[src/rtl/core/mck_pkg.sv]
// Shared types, constants and the character classifier for the Morse keyer.
package mck_pkg;

	localparam int unsigned DOT_UNIT_W = 16;
	localparam int unsigned UNITS_W = 3;
	localparam int unsigned MS_W = 18;
	localparam int unsigned MAX_ELEMS = 5;
	localparam int unsigned LEN_W = 3;
	localparam int unsigned QUEUE_DEPTH = 2;

	localparam logic [DOT_UNIT_W-1:0] DOT_UNIT_RESET = 16'd500;

	localparam logic [UNITS_W-1:0] DOT_UNITS = 3'd1;
	localparam logic [UNITS_W-1:0] DASH_UNITS = 3'd3;
	localparam logic [UNITS_W-1:0] ELEM_GAP_UNITS = 3'd1;
	localparam logic [UNITS_W-1:0] LETTER_GAP_UNITS = 3'd2;
	localparam logic [UNITS_W-1:0] WORD_GAP_UNITS = 3'd4;

	localparam logic [7:0] CHAR_UA = 8'h41;
	localparam logic [7:0] CHAR_UZ = 8'h5A;
	localparam logic [7:0] CHAR_LA = 8'h61;
	localparam logic [7:0] CHAR_LZ = 8'h7A;
	localparam logic [7:0] CHAR_0 = 8'h30;
	localparam logic [7:0] CHAR_9 = 8'h39;
	localparam logic [7:0] CASE_OFFSET = 8'h20;
	localparam logic [5:0] DIGIT_BASE = 6'd26;

	// One classified character: element count and dash mask, element 0 in bit 0.
	typedef struct packed {
		logic                 known;
		logic [LEN_W-1:0]     len;
		logic [MAX_ELEMS-1:0] dash;
	} entry_t;

	// {len, dash mask}; letters a..z, then digits 0..9.
	localparam logic [LEN_W+MAX_ELEMS-1:0] CODE_TABLE [0:35] = '{
		{3'd2, 5'b00010}, {3'd4, 5'b00001}, {3'd4, 5'b00101}, {3'd3, 5'b00001},
		{3'd1, 5'b00000}, {3'd4, 5'b00100}, {3'd3, 5'b00011}, {3'd4, 5'b00000},
		{3'd2, 5'b00000}, {3'd4, 5'b01110}, {3'd3, 5'b00101}, {3'd4, 5'b00010},
		{3'd2, 5'b00011}, {3'd2, 5'b00001}, {3'd3, 5'b00111}, {3'd4, 5'b00110},
		{3'd4, 5'b01011}, {3'd3, 5'b00010}, {3'd3, 5'b00000}, {3'd1, 5'b00001},
		{3'd3, 5'b00100}, {3'd4, 5'b01000}, {3'd3, 5'b00110}, {3'd4, 5'b01001},
		{3'd4, 5'b01101}, {3'd4, 5'b00011},
		{3'd5, 5'b11111}, {3'd5, 5'b11110}, {3'd5, 5'b11100}, {3'd5, 5'b11000},
		{3'd5, 5'b10000}, {3'd5, 5'b00000}, {3'd5, 5'b00001}, {3'd5, 5'b00011},
		{3'd5, 5'b00111}, {3'd5, 5'b01111}
	};

	function automatic entry_t classify(input logic [7:0] c);
		logic [7:0] f;
		logic [5:0] slot;
		logic       hit;
		entry_t     e;
		f = c;
		slot = '0;
		hit = 1'b0;
		if (c >= CHAR_UA && c <= CHAR_UZ) begin
			f = c + CASE_OFFSET;
		end
		if (f >= CHAR_LA && f <= CHAR_LZ) begin
			slot = 6'(f - CHAR_LA);
			hit = 1'b1;
		end else if (f >= CHAR_0 && f <= CHAR_9) begin
			slot = 6'(f - CHAR_0) + DIGIT_BASE;
			hit = 1'b1;
		end
		e.known = hit;
		e.len = hit ? CODE_TABLE[slot][LEN_W+MAX_ELEMS-1:MAX_ELEMS] : '0;
		e.dash = hit ? CODE_TABLE[slot][MAX_ELEMS-1:0] : '0;
		return e;
	endfunction

endpackage

[src/rtl/core/mck_front.sv]
// Front end: accepts character beats and classifies them into queue entries.
module mck_front (
	input  logic            clk,
	input  logic            arst_n,
	input  logic            push,
	input  logic [7:0]      character,
	output logic            full,
	input  logic            q_full,
	output logic            q_wr,
	output mck_pkg::entry_t q_entry
);
	import mck_pkg::*;

	logic   valid_s1;
	entry_t entry_s1;
	logic   accept;

	assign q_wr = valid_s1 && !q_full;
	assign full = valid_s1 && q_full;
	assign accept = push && !full;
	assign q_entry = entry_s1;

	always_ff @(posedge clk or negedge arst_n) begin
		if (!arst_n) begin
			valid_s1 <= 1'b0;
		end else if (accept) begin
			valid_s1 <= 1'b1;
		end else if (q_wr) begin
			valid_s1 <= 1'b0;
		end
	end

	always_ff @(posedge clk) begin
		if (accept) begin
			entry_s1 <= classify(character);
		end
	end

endmodule

[src/rtl/core/mck_queue.sv]
// Short entry queue that decouples the classifier from the segment sequencer.
module mck_queue #(
	parameter int unsigned DEPTH = mck_pkg::QUEUE_DEPTH
) (
	input  logic            clk,
	input  logic            arst_n,
	input  logic            wr,
	input  mck_pkg::entry_t wr_entry,
	output logic            full,
	output logic            valid,
	input  logic            rd,
	output mck_pkg::entry_t rd_entry
);
	import mck_pkg::*;

	localparam int unsigned PTR_W = (DEPTH > 1) ? $clog2(DEPTH) : 1;
	localparam int unsigned CNT_W = $clog2(DEPTH + 1);
	localparam logic [PTR_W-1:0] LAST_PTR = PTR_W'(DEPTH - 1);
	localparam logic [CNT_W-1:0] FULL_CNT = CNT_W'(DEPTH);

	entry_t           mem_q [DEPTH];
	logic [PTR_W-1:0] wr_ptr_q;
	logic [PTR_W-1:0] rd_ptr_q;
	logic [CNT_W-1:0] count_q;
	logic             do_wr;
	logic             do_rd;

	assign full = (count_q == FULL_CNT);
	assign valid = (count_q != '0);
	assign do_wr = wr && !full;
	assign do_rd = rd && valid;
	assign rd_entry = mem_q[rd_ptr_q];

	always_ff @(posedge clk or negedge arst_n) begin
		if (!arst_n) begin
			wr_ptr_q <= '0;
			rd_ptr_q <= '0;
			count_q <= '0;
		end else begin
			if (do_wr) begin
				wr_ptr_q <= (wr_ptr_q == LAST_PTR) ? '0 : wr_ptr_q + 1'b1;
			end
			if (do_rd) begin
				rd_ptr_q <= (rd_ptr_q == LAST_PTR) ? '0 : rd_ptr_q + 1'b1;
			end
			if (do_wr && !do_rd) begin
				count_q <= count_q + 1'b1;
			end else if (do_rd && !do_wr) begin
				count_q <= count_q - 1'b1;
			end
		end
	end

	always_ff @(posedge clk) begin
		if (do_wr) begin
			mem_q[wr_ptr_q] <= wr_entry;
		end
	end

endmodule

[src/rtl/core/mck_back.sv]
// Back end: emits an entry's keying segments, one per cycle unless stalled.
module mck_back (
	input  logic                                 clk,
	input  logic                                 arst_n,
	input  logic [mck_pkg::DOT_UNIT_W-1:0]       dot_unit,
	input  logic                                 q_valid,
	input  mck_pkg::entry_t                      q_entry,
	output logic                                 q_rd,
	input  logic                                 out_pop,
	output logic                                 out_valid,
	output logic                                 lamp_on,
	output logic [mck_pkg::UNITS_W-1:0]          duration_units,
	output logic [mck_pkg::MS_W-1:0]             duration_ms,
	output logic                                 known_symbol,
	output logic                                 last_segment
);
	import mck_pkg::*;

	logic               busy_q;
	entry_t             cur_q;
	logic [LEN_W-1:0]   elem_q;
	logic               phase_q;
	logic               out_valid_q;

	logic               seg_lamp;
	logic [UNITS_W-1:0] seg_units;
	logic               seg_last;
	logic               adv;
	logic               load;

	always_comb begin
		seg_lamp = 1'b0;
		seg_units = ELEM_GAP_UNITS;
		seg_last = 1'b0;
		if (!cur_q.known) begin
			seg_units = WORD_GAP_UNITS;
			seg_last = 1'b1;
		end else if (elem_q == cur_q.len) begin
			seg_units = LETTER_GAP_UNITS;
			seg_last = 1'b1;
		end else if (!phase_q) begin
			seg_lamp = 1'b1;
			seg_units = cur_q.dash[elem_q] ? DASH_UNITS : DOT_UNITS;
		end
	end

	// Advance whenever the output register is free or being drained this cycle.
	assign adv = busy_q && (!out_valid_q || out_pop);
	assign load = (!busy_q || (adv && seg_last)) && q_valid;
	assign q_rd = load;

	always_ff @(posedge clk or negedge arst_n) begin
		if (!arst_n) begin
			busy_q <= 1'b0;
			elem_q <= '0;
			phase_q <= 1'b0;
			out_valid_q <= 1'b0;
		end else begin
			if (load) begin
				busy_q <= 1'b1;
				elem_q <= '0;
				phase_q <= 1'b0;
			end else if (adv && seg_last) begin
				busy_q <= 1'b0;
			end else if (adv) begin
				if (phase_q) begin
					phase_q <= 1'b0;
					elem_q <= elem_q + 1'b1;
				end else begin
					phase_q <= 1'b1;
				end
			end
			if (adv) begin
				out_valid_q <= 1'b1;
			end else if (out_pop) begin
				out_valid_q <= 1'b0;
			end
		end
	end

	always_ff @(posedge clk) begin
		if (load) begin
			cur_q <= q_entry;
		end
		if (adv) begin
			lamp_on <= seg_lamp;
			duration_units <= seg_units;
			duration_ms <= MS_W'({{(MS_W-UNITS_W){1'b0}}, seg_units}
				* {{(MS_W-DOT_UNIT_W){1'b0}}, dot_unit});
			known_symbol <= cur_q.known;
			last_segment <= seg_last;
		end
	end

	assign out_valid = out_valid_q;

endmodule

[src/rtl/core/morse_char_keyer_core.sv]
// Morse character keyer: one segment result beat per cycle unless the output stalls.
// Path: a beat is classified into the front-end register, then written to the queue
// and loaded by the back end. Throughput: one segment per cycle unless output stalls,
// and a character gives 1 to 11 segments (digits 11) from the back-end sequencer.
// Reset: arst_n clears the front end, queue and sequencer; dot_unit_q returns to 500.
module morse_char_keyer_core #(
	parameter int unsigned QUEUE_DEPTH = mck_pkg::QUEUE_DEPTH
) (
	input  logic                               clk,
	input  logic                               arst_n,
	input  logic                               cfg_wr_en,
	input  logic [mck_pkg::DOT_UNIT_W-1:0]     cfg_wr_data,
	input  logic                               push,
	output logic                               full,
	input  logic [7:0]                         character,
	output logic                               empty,
	input  logic                               pop,
	output logic                               lamp_on,
	output logic [mck_pkg::UNITS_W-1:0]        duration_units,
	output logic [mck_pkg::MS_W-1:0]           duration_ms,
	output logic                               known_symbol,
	output logic                               last_segment
);
	import mck_pkg::*;

	logic [DOT_UNIT_W-1:0] dot_unit_q;
	logic                  q_wr;
	logic                  q_full;
	logic                  q_valid;
	logic                  q_rd;
	entry_t                wr_entry;
	entry_t                rd_entry;
	logic                  out_valid;

	always_ff @(posedge clk or negedge arst_n) begin
		if (!arst_n) begin
			dot_unit_q <= DOT_UNIT_RESET;
		end else if (cfg_wr_en) begin
			dot_unit_q <= cfg_wr_data;
		end
	end

	mck_front u_front (
		.clk      (clk),
		.arst_n   (arst_n),
		.push     (push),
		.character(character),
		.full     (full),
		.q_full   (q_full),
		.q_wr     (q_wr),
		.q_entry  (wr_entry)
	);

	mck_queue #(
		.DEPTH(QUEUE_DEPTH)
	) u_queue (
		.clk     (clk),
		.arst_n  (arst_n),
		.wr      (q_wr),
		.wr_entry(wr_entry),
		.full    (q_full),
		.valid   (q_valid),
		.rd      (q_rd),
		.rd_entry(rd_entry)
	);

	mck_back u_back (
		.clk           (clk),
		.arst_n        (arst_n),
		.dot_unit      (dot_unit_q),
		.q_valid       (q_valid),
		.q_entry       (rd_entry),
		.q_rd          (q_rd),
		.out_pop       (pop && out_valid),
		.out_valid     (out_valid),
		.lamp_on       (lamp_on),
		.duration_units(duration_units),
		.duration_ms   (duration_ms),
		.known_symbol  (known_symbol),
		.last_segment  (last_segment)
	);

	assign empty = !out_valid;

endmodule

[config.mk]
export PLATFORM = sky130hd
export DESIGN_NAME = morse_char_keyer_core
export DESIGN_NICKNAME = d
export VERILOG_FILES = /design/src/rtl/core/mck_pkg.sv /design/src/rtl/core/mck_front.sv /design/src/rtl/core/mck_queue.sv /design/src/rtl/core/mck_back.sv /design/src/rtl/core/morse_char_keyer_core.sv
export SDC_FILE = /design/constraint.sdc
export NUM_CORES = 1
export LEC_CHECK = 0
export BUFFER_PORTS_ARGS = -buffer_cell sky130_fd_sc_hd__buf_2
export CAP_MARGIN = 10
export CORE_ASPECT_RATIO = 0.5
export CORE_UTILIZATION = 45
export DETAILED_ROUTE_END_ITERATION = 7
export PLACE_DENSITY = 0.68
export SLEW_MARGIN = 20
export SYNTH_ARGS = -nofsm -noshare
export SYNTH_HDL_FRONTEND = slang
export SYNTH_SLANG_ARGS = --single-unit
[constraint.sdc]
create_clock -name clk -period 5 [get_ports clk]
set_input_delay 1.5 -clock clk [delete_from_list [all_inputs] [get_ports clk]]
set_output_delay 1.5 -clock clk [all_outputs]
set_load 0.02 [all_outputs]
=== Word level (Yosys, flattened, before mapping) ===
Memory sizes are Yosys's and may differ from the RTL's. A register that Yosys moved wholly into a read port is not among the register bits.
Index checks and enable logic that the tools add are counted.

* Register bits after elaboration: 52
* RAM bits: 18
* Memory bits (read-only): 512
* Output and inout bits: 26
* Word-level logic and storage cells: 108
* Memories: 2

{| class="wikitable"
|+ Memory list
! memory !! words !! bits a word !! rd ports !! clocked after Yosys merged registers in !! write ports !! RTL line !! RTL
|-
| (no name shown) || 64 || 8 || 1 || 1 || 0 || mck_pkg.sv:68 || <nowiki>e.len = hit ? CODE_TABLE[slot][LEN_W+MAX_ELEMS-1:MAX_ELEMS] : '0;</nowiki>
|-
| u_queue.mem_q || 2 || 9 || 1 || 1 || 1 || mck_queue.sv:21 || <nowiki>entry_t mem_q [DEPTH];</nowiki>
|}

* $add $sub $neg: 9
* Multipliers: 1
* $lt $le $gt $ge: 7
* Eq/ne operators: 3
* Multiplexer cells: 36
* Bitwise logic cells: 2
* Reductions and logical operators: 33

{| class="wikitable"
|+ Operators with widths
! operator !! count
|-
| $mux 3 || 7
|-
| $mux 1 || 20
|-
| $mul 3x16->18 || 1
|-
| $mux 6 || 3
|-
| $ge 8x7->1 const B || 2
|-
| $le 8x7->1 const B || 2
|-
| $mux 8 || 2
|-
| $logic_and 1x1->1 || 14
|-
| $reduce_bool 2->1 || 7
|-
| $sub 6x6->6 const B || 2
|-
| $add 8x6->8 const B || 1
|-
| $ge 8x6->1 const B || 1
|-
| $le 8x6->1 const B || 1
|-
| $logic_not 1->1 || 7
|-
| $not 6->7 || 1
|-
| $add 6x5->6 const B || 1
|-
| $mux 2 || 3
|-
| $lt 3x4->1 const B || 1
|-
| $add 3x1->3 const B || 1
|-
| $bmux 1 s3 || 1
|-
| $eq 3x3->1 || 1
|-
| $reduce_and 3->1 || 1
|-
| $add 1x1->1 const B || 2
|-
| $add 2x1->2 const B || 1
|-
| 7 further kinds || 8
|}

=== Logic depth before layout (Yosys ltp) ===
* Depth in word-level cells: 11
* Depth in mapped cells: 19
* Gate-level depth less buffers: 18

=== Cells and area by module ===
From an unflattened synthesis, not the netlist that was laid out.

* Cell total of the unflattened synthesis: 513
* Area total of the unflattened synthesis: 5718.0 µm²

{| class="wikitable"
|+ Modules (own cells, without submodules)
! module !! times used !! cells each !! area each (µm²) !! sequential area each (µm²)
|-
| mck_back || 1 || 263 || 2765.2 || 1141.1
|-
| mck_front || 1 || 167 || 1433.9 || 295.3
|-
| mck_queue || 1 || 47 || 852.1 || 640.6
|-
| morse_char_keyer_core || 1 || 36 || 666.9 || 407.9
|}

=== Worst setup path before layout ===
OpenSTA, ideal clock, no wires.

* Kind: input to register
* Start point: in character[0]
* End point: reg u_front.q_entry[2] (netlist name)
* Setup time: 0.258 ns
* Arrival: 4.122 ns
* Data required time: 4.742 ns
* Setup slack: 0.620 ns
* Stages on the path: 13
* Buffers on the path: 0
* Path through: inv_1 ha_1 nor3b_2 a311o_1 o21ai_2 nand3_2 mux2i_2 inv_1 ha_1 nand3_1 a21boi_0 mux2i_1 o221a_2

* Longest elaborated chain between the ends: 10

{| class="wikitable"
|+ RTL lines
! what !! RTL line !! RTL
|-
| from (decl) || morse_char_keyer_core.sv:15 || <nowiki>input logic [7:0] character,</nowiki>
|-
| $ge 8x7->1 or $le 8x7->1 (tied branches) || mck_pkg.sv:57 || <nowiki>if (c >= CHAR_UA && c <= CHAR_UZ) begin</nowiki>
|-
| $logic_and 1x1->1 || mck_pkg.sv:57 ||
|-
| $mux 8 (*) || mck_pkg.sv:57 ||
|-
| $mux 8 (*) || mck_front.sv:34 || <nowiki>if (accept) begin</nowiki>
|-
| $sub 6x6->6, or another cell as far along || mck_pkg.sv:64 || <nowiki>slot = 6'(f - CHAR_0) + DIGIT_BASE;</nowiki>
|-
| $add 6x5->6 or $logic_and 1x1->1 (tied branches) || mck_pkg.sv:64, mck_pkg.sv:63 ||
|-
| $mux 6 or $mux 1 (tied branches) || mck_pkg.sv:63 || <nowiki>end else if (f >= CHAR_0 && f <= CHAR_9) begin</nowiki>
|-
| $mux 6 or $mux 1 (tied branches) || mck_pkg.sv:60 || <nowiki>if (f >= CHAR_LA && f <= CHAR_LZ) begin</nowiki>
|-
| $mux 6 or $mux 1 (tied branches) || mck_front.sv:34 ||
|-
| $not 6->7 (implied by the code) or $logic_not 1->1 (tied branches) || - ||
|}

Mark *: on every way between the ends. The rest lies on a longest branch, timed or not. The select of a mux whose other input is x is not followed.
A chain may end at the register's enable or synchronous reset.

=== Worst setup path after layout ===
* Start point: reg u_back.elem_q[0]
* End point: reg u_back.duration_ms[16] (netlist name), data pin

* Longest elaborated chain between the ends: 7

{| class="wikitable"
|+ RTL lines
! what !! RTL line !! RTL
|-
| from (decl) || mck_back.sv:21 || <nowiki>logic [LEN_W-1:0] elem_q;</nowiki>
|-
| from (signal assigned) || mck_back.sv:68 || <nowiki>elem_q <= elem_q + 1'b1;</nowiki>
|-
| $bmux 1 s3 || mck_back.sv:43 || <nowiki>seg_units = cur_q.dash[elem_q] ? DASH_UNITS : DOT_UNITS;</nowiki>
|-
| $mux 1 (implied by the code) || mck_back.sv:43 ||
|-
| $mux 2 || mck_back.sv:43 ||
|-
| $mux 3 || mck_back.sv:41 || <nowiki>end else if (!phase_q) begin</nowiki>
|-
| $mux 3 (*) || mck_back.sv:38 || <nowiki>end else if (elem_q == cur_q.len) begin</nowiki>
|-
| $mux 3 (*) || mck_back.sv:35 || <nowiki>if (!cur_q.known) begin</nowiki>
|-
| $mul 3x16->18 (*) || mck_back.sv:89 || <nowiki>* {{(MS_W-DOT_UNIT_W){1'b0}}, dot_unit});</nowiki>
|-
| to (signal assigned) || mck_back.sv:88 || <nowiki>duration_ms <= MS_W'({{(MS_W-UNITS_W){1'b0}}, seg_units}</nowiki>
|-
| to (decl) || mck_back.sv:13 || <nowiki>output logic [mck_pkg::MS_W-1:0] duration_ms,</nowiki>
|}

Marks and branches as above.

==> results.md <==
- Dividing total power by cell area gives a power density of about 580 mW/mm2.
- The residual antenna-violating net count after detailed routing is 0.
- The number of sinks on the clock net is 87.
- The proportion of synthesized chip area in sequential cells is 45.2%.
- The clock latency of the later-clocked register in the worst-skew pair is 0.34 ns.
- The clock passes through at most 2 buffers.
- The startpoint of the most critical setup path is u_back.elem_q[0].
- Clock tree synthesis inserted a total of 9 buffers.
- By startpoint and endpoint, the worst setup path is classified as reg2reg.
- Post-CTS timing repair inserted 0 buffers for setup.
- The number of max-slew violations in the final report came to 0.
- The origin of the critical flop-to-flop path is u_back.elem_q[0].
- The run finished with clean final reports.
- In the routed layout, each cell is associated on average with a via count of 5.19.
- The height of the chip is 80.2 um.
- In the synthesized netlist the dominant register cell turns out to be sky130_fd_sc_hd__edfxtp_1.
- The number of nets in the synthesized netlist is 572.
- Once routing completed, OpenROAD measured the worst setup slack at a little over 0.6 ns.
- Detailed placement finished with a half-perimeter wire length of 7410 um.
- In the final layout, flip-flops and latches occupy roughly 0.0025 mm2.
- Following the worst setup path forward leads to its endpoint at u_back.duration_ms[16].
- The DRC violation total after the first TritonRoute iteration is 154.
- The data arrival at the endpoint of the critical path is about 4.5 ns.
- The post-cts sizing count is 0.
- The worst hold path passes through 0 cells.
- At the pin with the least slew margin, the transition time is 0.740 ns.
- Measured along the x axis, the die boundary spans between 150 and 200 um.
- CTS built an H-tree with a depth of 3.
- The count of distinct cell types in the synthesized netlist is 73.
- The number of diodes added for antenna fixing is 0.
- The via count of the first global-routing pass is 3655.
- The register clock-pin slew on the reported worst setup and hold paths is 0.06 ns.
- The TritonCTS clock tree is done.
- Global routing used 17.3% of the available tracks.
- Dividing the detail-routed wire length by the instance count gives around 14 um.
- The initial antenna violation count is 0.
- Summed over all layers, the routed wires come to just over 10000 um.
- The number of hold buffers added after CTS was 0.
- A synthesized cell averages 11.2 um2.
- The total power after layout is 3620 uW.
- The area occupied by multi-input gates is 0.00274 mm2.
- The cell count after synthesis came out at around 490.
- The total of fill cells in the finished design is 1054.
- Detailed routing inserted a total of 3746 vias.
- The number of hold-slack violations in the final timing report came to 0.
- The wire length of the first global-routing pass is 16800 um.
- The cell sitting at the root of the clock tree is a sky130_fd_sc_hd__clkbuf_16.
- The mapped cell area is 0.00550 mm2.
- The worst hold path belongs to the class reg2reg.
- The clock tree skew after final layout is 0.00617 ns.
- Yosys printed 0 warnings.
- The worst path required time is between 5 and 6 ns.
- The count of endpoints failing setup in the final report is 0.
- The final standard cell utilization of the core is roughly 53%.
- Timing analysis after detailed placement gives a worst setup slack of 0.491 ns.
- In the finished design, the share of the clock period the worst path needs comes to 87.5%.
- The commonest non-fill, non-tap cell in the layout is sky130_fd_sc_hd__edfxtp_1.
- The share of post-route cells with drive strength above 1 is 23.0%.
- Entering global routing, the biggest net connects 28 pins.
- In this run the most critical hold path is launched from u_front.q_entry[2].
- Summed over all cells, the static leakage comes to 0.00276 uW.
- The remaining global-route overflow is 0.
- The total DRC errors in the routed layout is 0.
- The starting utilization of the core area is 46.3%.
- The final non-filler cell total is 722.
- Counting flops and latches in the post-synthesis netlist gives 87.
- The boundary pin count is 55.
- The count of input and output buffers is between 50 and 60.
- IR analysis of the VDD net gives a maximum drop of 250 uV.
- The number of cells in the design after placement is around 700.
- The fraction of synthesis flops using an asynchronous set or reset pin is 31.0%.
- Setup total negative slack on the finished layout was measured at 0 ns.
- The die covers about 0.013 mm2.
- The worst pin sits at a relative slew slack of 50.5%.
- The floorplan has 28 rows.
- The sort of element at the start of the critical path is a register.
- The max-cap check violation count is 0.
- The net count reported at finish is 631.
- At the end of routability-driven placement, the weighted congestion stood at 0.847.
- Before antenna repair, the detailed router went through 5 iterations.
- After floorplanning, the core was sized to cover around 0.012 mm2.
- The cell depth of the worst flop-to-flop path is 17.
- The achievable clock frequency is 0.229 GHz.
- Subtracting the final worst setup slack from the clock period gives 4.38 ns.
- In the layout the commonest cells are sky130_fd_sc_hd__edfxtp_1, sky130_fd_sc_hd__nand2_1, sky130_fd_sc_hd__buf_2, sky130_fd_sc_hd__inv_1, sky130_fd_sc_hd__ha_1.
- The category of the worst setup path capture point is a register.
- The capture instance of the worst register-to-register path is u_back.duration_ms[16].
- The synthesis-to-finish area growth is 13.4%.
- Setup repair after global routing left no endpoint under its margin.
- The worst register-to-register path has a setup slack of between 0.6 and 0.7 ns.
- The count of flip-flops with a built-in enable after synthesis is 60.
- The maximum net fanout on the critical path is 6.
cells by family (layout without fill, tap and decap cells):
kind of cell / Yosys count / after routing / share of synthesized area (%)
simple gates: 143 / 143 / 12.6
flops: 87 / 87 / 45.2
compound gates: 85 / 85 / 12.6
buf+inv: 68 / 132 / 4.98
fa+ha+maj: 50 / 50 / 13.4
mux: 36 / 36 / 7.44
xor+xnor: 24 / 24 / 3.82
sequential cells by signal, summed over array words and instances (netlist names):
| name | count |
|---|---|
| u_queue.wr_ptr_q | 1 |
| dot_unit_q | 16 |
| u_back.elem_q | 3 |
| u_front.q_entry | 9 |
| u_back.cur_q | 9 |
| u_front.valid_s1 | 1 |
| u_back.busy_q | 1 |
| u_back.known_symbol | 1 |
| u_back.phase_q | 1 |
| u_queue.count_q | 2 |
| u_back.lamp_on | 1 |
| u_queue.mem_q | 18 |
| u_back.out_valid | 1 |
| u_back.duration_units | 3 |
| u_back.duration_ms | 18 |
| u_queue.rd_ptr_q | 1 |
| u_back.last_segment | 1 |
layer usage:
metal	part of all wire, %	up-vias	wire [um]	global-route usage (%)
met5	0	-	0	0
met4	1.9	0	191	6.83
met3	4.7	19	470	5.02
met2	47	97	4740	29.6
met1	46	1774	4660	20.4
li1	-	1856	-	-
worst min-delay path by stage:
stage / endpoint
2_1_floorplan: u_queue.mem_q[0][0]
3_3_place_gp: u_queue.mem_q[1][1]
3_5_place_dp: u_queue.mem_q[1][2]
4_1_cts: u_queue.mem_q[1][2]
5_1_grt: u_queue.mem_q[0][2]
6_report: u_queue.mem_q[1][2]
worst max-delay path, stage by stage (launching register included):
cell	delay [ns]
sky130_fd_sc_hd__dfrtp_1	0.45
sky130_fd_sc_hd__mux4_2	0.52
sky130_fd_sc_hd__mux2i_1	0.13
sky130_fd_sc_hd__o21ai_0	0.12
sky130_fd_sc_hd__and2_1	0.25
sky130_fd_sc_hd__nand2_1	0.12
sky130_fd_sc_hd__fa_1	0.41
sky130_fd_sc_hd__inv_1	0.07
sky130_fd_sc_hd__ha_1	0.16
sky130_fd_sc_hd__inv_1	0.05
sky130_fd_sc_hd__fa_1	0.40
sky130_fd_sc_hd__nor2b_1	0.12
sky130_fd_sc_hd__o21ai_0	0.09
sky130_fd_sc_hd__a21boi_0	0.25
sky130_fd_sc_hd__o21ai_0	0.18
sky130_fd_sc_hd__a211oi_1	0.32
sky130_fd_sc_hd__o31ai_1	0.20
sky130_fd_sc_hd__o311ai_0	0.33
synth_stat cells, types with 4 or more instances:
| cell type | number | area [um2] |
|---|---|---|
| sky130_fd_sc_hd__nor3_1 | 4 | 20.0 |
| sky130_fd_sc_hd__mux2_2 | 25 | 282 |
| sky130_fd_sc_hd__a21oi_1 | 12 | 60.1 |
| sky130_fd_sc_hd__ha_1 | 35 | 438 |
| sky130_fd_sc_hd__nand3_1 | 14 | 70.1 |
| sky130_fd_sc_hd__xnor2_1 | 19 | 166 |
| sky130_fd_sc_hd__a21boi_0 | 4 | 30.0 |
| sky130_fd_sc_hd__nor2b_1 | 8 | 50.1 |
| sky130_fd_sc_hd__clkbuf_1 | 9 | 33.8 |
| sky130_fd_sc_hd__o211ai_1 | 4 | 30.0 |
| sky130_fd_sc_hd__edfxtp_1 | 60 | 1800 |
| sky130_fd_sc_hd__nand2b_1 | 6 | 37.5 |
| sky130_fd_sc_hd__a31oi_1 | 7 | 43.8 |
| sky130_fd_sc_hd__mux2i_1 | 8 | 80.1 |
| sky130_fd_sc_hd__dfstp_2 | 6 | 158 |
| sky130_fd_sc_hd__o21a_1 | 4 | 30.0 |
| sky130_fd_sc_hd__o21ai_0 | 12 | 60.1 |
| sky130_fd_sc_hd__inv_1 | 52 | 195 |
| sky130_fd_sc_hd__dfrtp_1 | 21 | 526 |
| sky130_fd_sc_hd__fa_1 | 15 | 300 |
| sky130_fd_sc_hd__a21o_1 | 4 | 30.0 |
| sky130_fd_sc_hd__nand2_1 | 56 | 210 |
| sky130_fd_sc_hd__nor2_1 | 29 | 109 |
| sky130_fd_sc_hd__xor2_1 | 5 | 43.8 |
| sky130_fd_sc_hd__and2_1 | 11 | 68.8 |
area by class of cell:
cell class,count,share of cell area (%)
Multi-Input combinational cell,338,44.0
Timing Repair Buffer,62,5.29
Clock buffer,11,3.73
Clock inverter,5,0.642
Inverter,54,3.25
Tap cell,165,3.31
Sequential cell,87,39.8
stage by stage:
stage / cell area [um2] / hold WS [ns]
floorplan: 5500 / 0.421
global placement: 5970 / 0.423
detailed placement: 5970 / 0.429
CTS: 6240 / 0.443
global route: 6240 / 0.450
finish: 6240 / 0.444
report_power, final:
group | internal, uW | switching (uW)
combinational | 705 | 1030
clock | 340 | 277
sequential | 1150 | 116
total | 2200 | 1420
Power figures use the tool's default switching activity.
